[config.mk]
export PLATFORM = sky130hd
export DESIGN_NAME = scan_telegram_hex_parser_top
export DESIGN_NICKNAME = d
export VERILOG_FILES = /design/src/rtl/core/stghp_pkg.sv /design/src/rtl/core/stghp_token.sv /design/src/rtl/core/stghp_parser.sv /design/src/rtl/core/scan_telegram_hex_parser_top.sv
export SDC_FILE = /design/constraint.sdc
export NUM_CORES = 1
export LEC_CHECK = 0
export BUFFER_PORTS_ARGS = -buffer_cell sky130_fd_sc_hd__buf_2
export CAP_MARGIN = 20
export CORE_MARGIN = 2
export CORE_UTILIZATION = 35
export CTS_CLUSTER_DIAMETER = 120
export DETAILED_ROUTE_END_ITERATION = 8
export GPL_TIMING_DRIVEN = 0
export PLACE_DENSITY = 0.6
export SYNTH_ARGS = -nofsm -noshare
export SYNTH_HDL_FRONTEND = slang
export SYNTH_SLANG_ARGS = --single-unit
export TNS_END_PERCENT = 20
[constraint.sdc]
create_clock -name clk -period 12.7 [get_ports clk]
set_input_delay 0.635 -clock clk [delete_from_list [all_inputs] [get_ports clk]]
set_output_delay 0.635 -clock clk [all_outputs]
set_load 0.02 [all_outputs]
[src/rtl/core/stghp_pkg.sv]
// Shared types, constants and helpers for the scan telegram hex parser.
package stghp_pkg;

	localparam logic [7:0]  CHAR_ZERO  = 8'h30;
	localparam logic [7:0]  CHAR_SPACE = 8'h20;
	localparam logic [3:0]  MARK_LEN   = 4'd8;
	localparam logic [31:0] TOKEN_MAX  = 32'h7FFF_FFFF;
	localparam logic [15:0] COUNT_MAX  = 16'hFFFF;

	typedef enum logic [2:0] {
		PH_SEARCH = 3'd0,
		PH_SEP    = 3'd1,
		PH_ANGLE  = 3'd2,
		PH_STEP   = 3'd3,
		PH_COUNT  = 3'd4,
		PH_DATA   = 3'd5,
		PH_DONE   = 3'd6
	} phase_t;

	typedef struct packed {
		logic [31:0] acc;
		logic        valid;
		logic        nonempty;
	} token_t;

	typedef struct packed {
		logic [31:0] value;
		logic [15:0] index;
		logic        ok;
		logic        last;
	} point_t;

	localparam token_t TOKEN_CLEAR = '{acc: 32'd0, valid: 1'b1, nonempty: 1'b0};

	typedef struct packed {
		logic       is_hex;
		logic [3:0] nib;
	} nibble_t;

	function automatic nibble_t hex_nibble(input logic [7:0] c);
		nibble_t r;
		r.is_hex = 1'b1;
		r.nib    = 4'd0;
		if (c >= 8'h30 && c <= 8'h39) begin
			r.nib = 4'(c - 8'h30);
		end else if (c >= 8'h41 && c <= 8'h46) begin
			r.nib = 4'(c - 8'h41 + 8'd10);
		end else if (c >= 8'h61 && c <= 8'h66) begin
			r.nib = 4'(c - 8'h61 + 8'd10);
		end else begin
			r.is_hex = 1'b0;
		end
		return r;
	endfunction

endpackage

[src/rtl/core/stghp_token.sv]
// Hex token accumulator: folds one character into the token being read.
module stghp_token import stghp_pkg::*; (
	input  token_t     tok_cur,
	input  logic [7:0] char_in,
	output token_t     tok_next
);

	nibble_t hn;

	always_comb begin
		hn       = hex_nibble(char_in);
		tok_next = tok_cur;
		tok_next.nonempty = 1'b1;
		if (!hn.is_hex) begin
			tok_next.valid = 1'b0;
		end else if (tok_cur.valid) begin
			// stop accumulating once the value would pass the signed 32-bit limit
			if (tok_cur.acc > (TOKEN_MAX >> 4)) begin
				tok_next.valid = 1'b0;
			end else begin
				tok_next.acc = {tok_cur.acc[27:0], hn.nib};
			end
		end
	end

endmodule

[src/rtl/core/stghp_parser.sv]
// Telegram parse state machine: marker search, header skip, count and data tokens.
module stghp_parser import stghp_pkg::*; (
	input  logic       clk,
	input  logic       arst_n,
	input  logic       step_en,
	input  logic [7:0] char_in,
	input  logic       first_in,
	input  logic       double_values,
	output logic       emit,
	output point_t     point
);

	phase_t      phase_q, phase_d, phase_c;
	logic [3:0]  zero_run_q, zero_run_d, zero_run_c;
	token_t      tok_q, tok_d, tok_c, tok_fold;
	logic [15:0] remaining_q, remaining_d, remaining_c;
	logic [15:0] emitted_q, emitted_d, emitted_c;
	logic        is_space;
	logic        tok_ok;
	logic [3:0]  zero_inc;
	logic [31:0] count_val;
	logic [15:0] remaining_dec;

	stghp_token u_token (
		.tok_cur (tok_c),
		.char_in (char_in),
		.tok_next(tok_fold)
	);

	always_comb begin
		// a first byte restarts the parse before this byte is looked at
		if (first_in) begin
			phase_c     = PH_SEARCH;
			zero_run_c  = 4'd0;
			tok_c       = TOKEN_CLEAR;
			remaining_c = 16'd0;
			emitted_c   = 16'd0;
		end else begin
			phase_c     = phase_q;
			zero_run_c  = zero_run_q;
			tok_c       = tok_q;
			remaining_c = remaining_q;
			emitted_c   = emitted_q;
		end

		is_space      = (char_in == CHAR_SPACE);
		tok_ok        = tok_c.valid && tok_c.nonempty;
		zero_inc      = zero_run_c + 4'd1;
		count_val     = tok_ok ? tok_c.acc : 32'd0;
		remaining_dec = remaining_c - 16'd1;

		phase_d     = phase_c;
		zero_run_d  = zero_run_c;
		tok_d       = tok_c;
		remaining_d = remaining_c;
		emitted_d   = emitted_c;
		emit        = 1'b0;
		point.value = 32'd0;
		point.index = emitted_c;
		point.ok    = tok_ok;
		point.last  = (remaining_c == 16'd1);

		unique case (phase_c)
			PH_SEARCH: begin
				if (char_in == CHAR_ZERO) begin
					if (zero_inc >= MARK_LEN) begin
						zero_run_d = 4'd0;
						phase_d    = PH_SEP;
					end else begin
						zero_run_d = zero_inc;
					end
				end else begin
					zero_run_d = 4'd0;
				end
			end
			PH_SEP: phase_d = PH_ANGLE;
			PH_ANGLE: begin
				if (is_space) phase_d = PH_STEP;
			end
			PH_STEP: begin
				if (is_space) begin
					phase_d = PH_COUNT;
					tok_d   = TOKEN_CLEAR;
				end
			end
			PH_COUNT: begin
				if (!is_space) begin
					tok_d = tok_fold;
				end else begin
					remaining_d = (count_val > 32'(COUNT_MAX)) ? COUNT_MAX : count_val[15:0];
					emitted_d   = 16'd0;
					tok_d       = TOKEN_CLEAR;
					phase_d     = (count_val == 32'd0) ? PH_DONE : PH_DATA;
				end
			end
			PH_DATA: begin
				if (!is_space) begin
					tok_d = tok_fold;
				end else begin
					emit = 1'b1;
					if (tok_ok) begin
						point.value = double_values ? {tok_c.acc[30:0], 1'b0} : tok_c.acc;
					end
					emitted_d   = emitted_c + 16'd1;
					remaining_d = remaining_dec;
					if (remaining_dec == 16'd0) phase_d = PH_DONE;
					tok_d = TOKEN_CLEAR;
				end
			end
			default: ;
		endcase
	end

	always_ff @(posedge clk or negedge arst_n) begin
		if (!arst_n) begin
			phase_q     <= PH_SEARCH;
			zero_run_q  <= 4'd0;
			tok_q       <= TOKEN_CLEAR;
			remaining_q <= 16'd0;
			emitted_q   <= 16'd0;
		end else if (step_en) begin
			phase_q     <= phase_d;
			zero_run_q  <= zero_run_d;
			tok_q       <= tok_d;
			remaining_q <= remaining_d;
			emitted_q   <= emitted_d;
		end
	end

endmodule

[src/rtl/core/scan_telegram_hex_parser_top.sv]
// Top level of the scan telegram hex parser: input register, parser and result register.
//
//  channel | handshake           | payload
//  --------+---------------------+------------------------------------------------
//  in      | in_valid / in_ready | data_byte, first_byte
//  out     | out_valid/out_ready | point_value, point_index, point_ok, last_point
//  cfg     | cfg_we              | cfg_wdata (double_values)
//
// One byte per cycle unless the output stalls; a byte waits in the input register and its
// point, if any, is loaded into the result register as the byte leaves the input register.
// The parse state steps once per byte when the result register is free or being drained.
// A stalled output holds the result register and the input register; in_ready drops
// only while both are full and out_ready is low.
// Reset clears the parse state to marker search and sets double_values to one.
module scan_telegram_hex_parser_top import stghp_pkg::*; (
	input  logic        clk,
	input  logic        arst_n,
	input  logic        in_valid,
	output logic        in_ready,
	input  logic [7:0]  data_byte,
	input  logic        first_byte,
	output logic        out_valid,
	input  logic        out_ready,
	output logic [31:0] point_value,
	output logic [15:0] point_index,
	output logic        point_ok,
	output logic        last_point,
	input  logic        cfg_we,
	input  logic        cfg_wdata
);

	logic       valid_s1;
	logic [7:0] data_byte_s1;
	logic       first_byte_s1;
	logic       double_values_q;
	logic       out_valid_q;
	point_t     point_q;
	logic       advance;
	logic       emit;
	point_t     point;

	assign advance  = valid_s1 && (!out_valid_q || out_ready);
	assign in_ready = !valid_s1 || advance;

	always_ff @(posedge clk or negedge arst_n) begin
		if (!arst_n) begin
			double_values_q <= 1'b1;
		end else if (cfg_we) begin
			double_values_q <= cfg_wdata;
		end
	end

	always_ff @(posedge clk or negedge arst_n) begin
		if (!arst_n) begin
			valid_s1 <= 1'b0;
		end else if (in_ready) begin
			valid_s1 <= in_valid;
		end
	end

	always_ff @(posedge clk) begin
		if (in_ready && in_valid) begin
			data_byte_s1  <= data_byte;
			first_byte_s1 <= first_byte;
		end
	end

	stghp_parser u_parser (
		.clk          (clk),
		.arst_n       (arst_n),
		.step_en      (advance),
		.char_in      (data_byte_s1),
		.first_in     (first_byte_s1),
		.double_values(double_values_q),
		.emit         (emit),
		.point        (point)
	);

	// load a new point on emit, otherwise drop the old one once it transfers
	always_ff @(posedge clk or negedge arst_n) begin
		if (!arst_n) begin
			out_valid_q <= 1'b0;
		end else if (advance && emit) begin
			out_valid_q <= 1'b1;
		end else if (out_ready) begin
			out_valid_q <= 1'b0;
		end
	end

	always_ff @(posedge clk) begin
		if (advance && emit) begin
			point_q <= point;
		end
	end

	assign out_valid   = out_valid_q;
	assign point_value = point_q.value;
	assign point_index = point_q.index;
	assign point_ok    = point_q.ok;
	assign last_point  = point_q.last;

endmodule
==> results.yml, run 1 <==
place:
  pre_cts_ws_ns: 8.67
  dp.final_hpwl_mm: 14.3
  globalplace.congestion: 0.917
  placed_cells: 1118
  io_buffer_count: 66
routing:
  drt_pass1_iterations: 5
  drc: 0
  wl_per_cell_um: 17.6
  wirelength_mm: 20.3
  routed_via_density: 5.47
  vias: 6293
  dr.first_iter.drc_count: 674
  final_antenna_net_count: 0
global_routing:
  globalRouteOverflowTotal: 0
  first_global_vias: 5954
  grtUsageTotal_pct: 18.8
  antenna_found_initial: 0
  grt_pass1_wl_mm: 32.6
  grt_max_degree: 44
synth:
  synth_cells: 771
  syn-num-nets: 795
  synth_top_area_cell: "dfrtp_1"
  synth-seq-cells: 135
  yosysSeqAreaShare_pct: 49.7
  ys.flop_type: "dfrtp_1"
  yosysTopAreaCellShare_pct: 25.0
  syn_avg_cell_area_um2: 9.59
  synth-edff-count: 59
  ys_top_cells_by_area: "dfrtp_1, edfxtp_1, mux2i_1"
  async_flop_share_pct: 56.3
  ys.warnings.count: 0
  synth_cell_types: 75
  syn_area_um2: 7400
cts:
  cts_buffers: 17
  clock_latency_ns: 0.43
  cts_sinks: 135
  clk_pin_slew_ns: 0.06
  ctsHtreeMaxLevel: 4
  cts-hold-fix-buffers: 0
  cts_resized: 0
  clockRootBuffer: "clkbuf_16"
  post-cts-setup-buffers: 0
  cts_max_path_buffers: 2
  cts_tree: "built"
setup_path:
  crit_type: "flop to flop"
  cp.required_ns: 13.06
  end_kind: "flop"
  worst_r2r_path_depth: 12
  r2r-start: "first_byte_s1"
  arrival_ns: 4.51
  crit_path_max_fanout: 10
  r2r_setup_slack_ns: 8.55
  crit_path_start_kind: "flop"
  timing.rr.end: "u_parser.phase_q[1]"
final_layout:
  fillerInstances: 2064
  diodes: 0
  synthToLayoutAreaGrowth_pct: 18.8
  instances_no_fill: 1150
  final_nets: 886
  drive_above_1_share_pct: 15.1
floorplan:
  fp.dieW_um: 149
  start_util_pct: 35.4
  die_area_um2: 22300
  rows: 53
  boundaryPins: 67
  die_y_um: 149
  fp.coreArea_um2: 20900
pwr:
  switching_power_mw: 0.238
  power_frac_seq_pct: 43.6
  ir_drop_v: 0.0000907
  p_leak_nw: 3.48
  p_int_mw: 0.824
  p_comb_share_pct: 5.3
  sw_frac_of_total_pct: 22.4
  p_per_area_nw_per_um2: 121
  clockPowerShare_pct: 51.1
timing:
  hold_viol_final: 0
  worst_pin_slew_ns: 0.972
  fin_setup_tns_ns: 0
  setup_viol: 0
  fin_ws_ns: 8.55
  skew_ns: 0.0114
  slew_viol_final: 0
  fin_crit_ns: 4.15
  timing.fmax_mhz: 241
  rsz0062_at_grt: "false"
  finalCritPeriodShare_pct: 32.7
  relSlewSlack_pct: 35.1
worst_hold_path:
  holdCritPathClass: "input pin to asynchronous set/reset pin"
status:
  status: "complete, no violations"
flow_run:
  maxCapViolations: 0
kinds of logic after synthesis:
group                    count (synthesis)  synth area share (%)
AND/OR/NAND/NOR                        308                  20.6
AO/OA/AOI/OAI                          202                  17.3
flip-flops                             135                  49.7
buffers and inverters                   66                  4.18
multiplexers                            36                  4.89
XOR/XNOR                                15                  1.78
adder cells (fa/ha/maj)                  9                  1.52
synth_stat cells, drive strengths merged, types with 3 or more instances:
master   n
o21bai   4
nand3   16
and3     6
mux2i   35
inv     14
or3b     3
nor4    14
o21a     3
a31oi   10
o41ai    4
a22oi    3
ha       9
o21ai   68
and2     8
nor3    22
or2      4
o221ai   3
nor2    86
dfrtp   74
xnor2    9
a22o    21
nand2b   7
o31ai    6
a21oi   47
edfxtp  59
a41oi    3
xor2     6
nor2b   26
nand2   87
nand4    7
a221oi   3
buf      7
clkbuf  44
a21o     7
or4      6
metrics by stage:
step	util [%]	cell area, um^2	power [mW]	hold WS [ns]
after floorplan	-	7400	0.503	0.339
after detailed placement	39.0	8150	0.527	0.477
after global placement	38.6	8070	0.525	0.465
after global routing	42.0	8780	1.09	0.182
final	42.0	8780	1.06	0.164
after CTS	42.0	8780	1.07	0.177
worst max-delay path, cell delays in order, from the launching register on:
cell and delay, ns:
edfxtp_1 0.33, clkbuf_1 0.52, inv_2 0.23, clkbuf_1 0.37, nand2_1 0.23, ha_1 0.16
clkbuf_1 0.32, or2b_2 0.38, nor4_1 0.63, a211o_2 0.24, nand2_1 0.07, nor4_2 0.36
o221a_1 0.25
sequential cells by signal, indices dropped and copies added (netlist names):
| signal | count |
|---|---|
| point_value | 32 |
| u_parser.tok_q | 34 |
| u_parser.remaining_q | 16 |
| point_ok | 1 |
| last_point | 1 |
| double_values_q | 1 |
| data_byte_s1 | 8 |
| out_valid | 1 |
| first_byte_s1 | 1 |
| u_parser.phase_q | 3 |
| u_parser.emitted_q | 16 |
| valid_s1 | 1 |
| u_parser.zero_run_q | 4 |
| point_index | 16 |
how the worst max path moves through the flow:
stage                     from                  endpoint  cells after the start
4_1_cts          first_byte_s1       u_parser.phase_q[1]                     12
3_5_place_dp     first_byte_s1       u_parser.phase_q[1]                     12
2_1_floorplan  data_byte_s1[0]  u_parser.remaining_q[13]                      9
3_3_place_gp   data_byte_s1[0]  u_parser.remaining_q[13]                      9
6_report         first_byte_s1       u_parser.phase_q[1]                     12
5_1_grt          first_byte_s1       u_parser.phase_q[1]                     12
power by group through the flow:
stage / Combinational [mW] / Sequential (mW) / Clock, mW
2_1_floorplan: 0.0335 / 0.470 / 0
3_3_place_gp: 0.0547 / 0.471 / 0
3_5_place_dp: 0.0563 / 0.471 / 0
4_1_cts: 0.0563 / 0.462 / 0.548
5_1_grt: 0.0616 / 0.463 / 0.569
6_report: 0.0567 / 0.462 / 0.543
layer usage:
layer | vias up | global-route usage [%] | routed length (um)
li1 | 2999 | - | -
met1 | 3008 | 26.8 | 9420
met2 | 257 | 28.4 | 9170
met3 | 29 | 3.88 | 1380
met4 | 0 | 6.52 | 325
met5 | - | 0 | 0
placed cells by master, fill, tap and decap left out, types with 21 or more instances in the layout:
| cell type | netlist | final |
|---|---|---|
| edfxtp_1 | 59 | 59 |
| nor2_1 | 85 | 85 |
| a21oi_1 | 47 | 47 |
| nor2b_1 | 26 | 26 |
| buf_2 | 4 | 70 |
| nor3_1 | 22 | 21 |
| dfrtp_1 | 74 | 74 |
| o21ai_0 | 66 | 66 |
| nand2_1 | 87 | 87 |
| mux2i_1 | 35 | 35 |
| clkbuf_1 | 42 | 45 |
final cells by class:
type | instances | area (um^2) | area share, %
Tap cell | 275 | 344 | 3.92
Timing Repair Buffer | 72 | 403 | 4.59
Sequential cell | 135 | 3680 | 41.9
Clock buffer | 20 | 437 | 4.97
Multi-Input combinational cell | 570 | 3420 | 38.9
Inverter | 14 | 52.6 | 0.598
Clock inverter | 12 | 199 | 2.26
Buffer | 52 | 256 | 2.92
(Power assumes the default switching activity.)
==> run 2, diff against run 1 <==
Settings changed: PLACE_DENSITY 0.6 to 0.62.
Clock period 12.7 ns to 3.5 ns, I/O delays scaled along.
==> results.yml, run 2 (synthesized netlist as in run 1, its figures left out) <==
setup_path:
  crit_path_max_fanout: 10
  crit_path_start_kind: "flop"
  arrival_ns: 3.67
  crit_family: "simple AND/OR/NAND/NOR gates"
  cp.required_ns: 3.87
  cp_cell_sequence: "inv_1 > ha_1 > nor3b_1 > nand3_1 > nor2_1 > clkbuf_1 > a22o_2"
  crit_type: "flop to flop"
  cpMaxStageDelayCell: "nor3b_1"
  end_kind: "flop"
  max_stage_delay_ns: 0.88
  critPathBufInv: 2
  worst_r2r_path_depth: 7
  crit_cells: 7
timing:
  skew_ns: 0.0109
  fin_crit_ns: 3.31
  worst_pin_slew_ns: 1.08
  fin_setup_tns_ns: 0
  timing.fmax_mhz: 302
  rsz0062_at_grt: "false"
  setup_viol: 0
  relSlewSlack_pct: 27.7
  fin_ws_ns: 0.193
  finalCritPeriodShare_pct: 94.5
  slew_viol_final: 0
  hold_viol_final: 0
routing:
  drt_pass1_iterations: 5
  wirelength_mm: 20.4
  wl_per_cell_um: 17.5
  dr.first_iter.drc_count: 604
  final_antenna_net_count: 0
  routed_via_density: 5.38
  vias: 6250
  drc: 0
cts:
  cts_max_path_buffers: 2
  clockRootBuffer: "clkbuf_16"
  cts_sinks: 135
  cts_tree: "built"
  clk_pin_slew_ns: 0.06
  cts_buffers: 17
  ctsHtreeMaxLevel: 4
  clock_latency_ns: 0.43
floorplan:
  die_area_um2: 22300
  fp.coreArea_um2: 20900
  boundaryPins: 67
  start_util_pct: 35.4
  fp.dieW_um: 149
  rows: 53
  die_y_um: 149
pwr:
  p_total_mw: 3.80
  ir_drop_v: 0.000336
  p_per_area_nw_per_um2: 424
  p_leak_nw: 3.57
final_layout:
  final_cell_mix: "nand2_1, nor2_1, dfrtp_1"
  final_util_pct: 42.9
  fillerInstances: 2023
  mostFrequentLayoutCell: "nand2_1"
  synthToLayoutAreaGrowth_pct: 21.1
  diodes: 0
  final_area_um2: 8960
  drive_above_1_share_pct: 15.0
  top_register: "u_parser.tok_q"
  final_nets: 897
  largest_reg_flops: 34
global_routing:
  first_global_vias: 5859
  antenna_found_initial: 0
  globalRouteOverflowTotal: 0
  grtUsageTotal_pct: 18.8
  grt_max_degree: 46
  grt_pass1_wl_mm: 32.5
place:
  globalplace.congestion: 0.909
  placed_area_um2: 8200
  pre_cts_ws_ns: -0.608
  io_buffer_count: 66
  dp.final_hpwl_mm: 14.4
flow_run:
  maxCapViolations: 0
status:
  status: "complete, no violations"
worst_hold_path:
  min_path_cells: 4
  holdCritPathClass: "input pin to flop"
## run 2: changes by cell type in the layout (fill, tap and decap cells not counted), moves of 2 or more
cell,before,now
clkbuf_1,45,43
clkinvlp_4,3,0
dlygate4sd3_1,0,13
buf_6,5,1
buf_16,0,4
clkinv_4,1,4
## run 2: path summary, 6_finish.rpt
path	slack (ns)	startpoint	to
worst max-delay path	0.19	data_byte_s1[0]	u_parser.remaining_q[7]
max in group asynchronous	2.63	arst_n	double_values_q
worst max register to register	0.19	data_byte_s1[0]	u_parser.remaining_q[7]
worst min register to register	0.47	u_parser.emitted_q[11]	u_parser.emitted_q[11]
min in group asynchronous	0.24	arst_n	u_parser.emitted_q[2]
worst min-delay path	0.10	out_ready	valid_s1
## run 2: per-layer routing
metal / part of all wire [%] / GRT usage [%]
met1: 47 / 26.8
met3: 7.0 / 4.07
met2: 44 / 28.2
met4: 1.5 / 6.19
met5: 0 / 0
## run 2: area by class of cell
type | count | area (um^2) | share of cell area (%)
clock inverters | 11 | 173 | 1.93
well taps | 275 | 344 | 3.84
repair buffers | 85 | 586 | 6.54
plain buffers | 50 | 249 | 2.78
multi-input cells | 570 | 3430 | 38.3
clock buffers | 21 | 450 | 5.03
inverters | 14 | 52.6 | 0.587
flip-flops and latches | 135 | 3680 | 41.0
## run 2: power breakdown
part           internal (mW)  switching [mW]  total, mW
logic                 0.0741           0.144      0.219
clock network           1.21           0.686       1.90
registers               1.66          0.0147       1.68
## run 2: repair_timing
action / in CTS / in global routing
setup buffers: 1 / 0
hold buffers: 13 / 0
gates resized for setup: 1 / 0
endpoints found under the setup margin: 6 / 2
hold endpoints to repair: 42 / 0
## run 2: through the flow
stage	cells	hold slack, ns
6_report	1161	0.100
5_1_grt	1161	0.145
4_1_cts	1162	0.0928
3_5_place_dp	1117	0.160
3_3_place_gp	1112	0.355
2_1_floorplan	771	-0.121
## run 2: worst register-to-register path, stage by stage (launching register included)
cell      delay, ns
edfxtp_1       0.44
inv_1          0.12
ha_1           0.19
nor3b_1        0.88
nand3_1        0.47
nor2_1         0.48
clkbuf_1       0.45
a22o_2         0.22
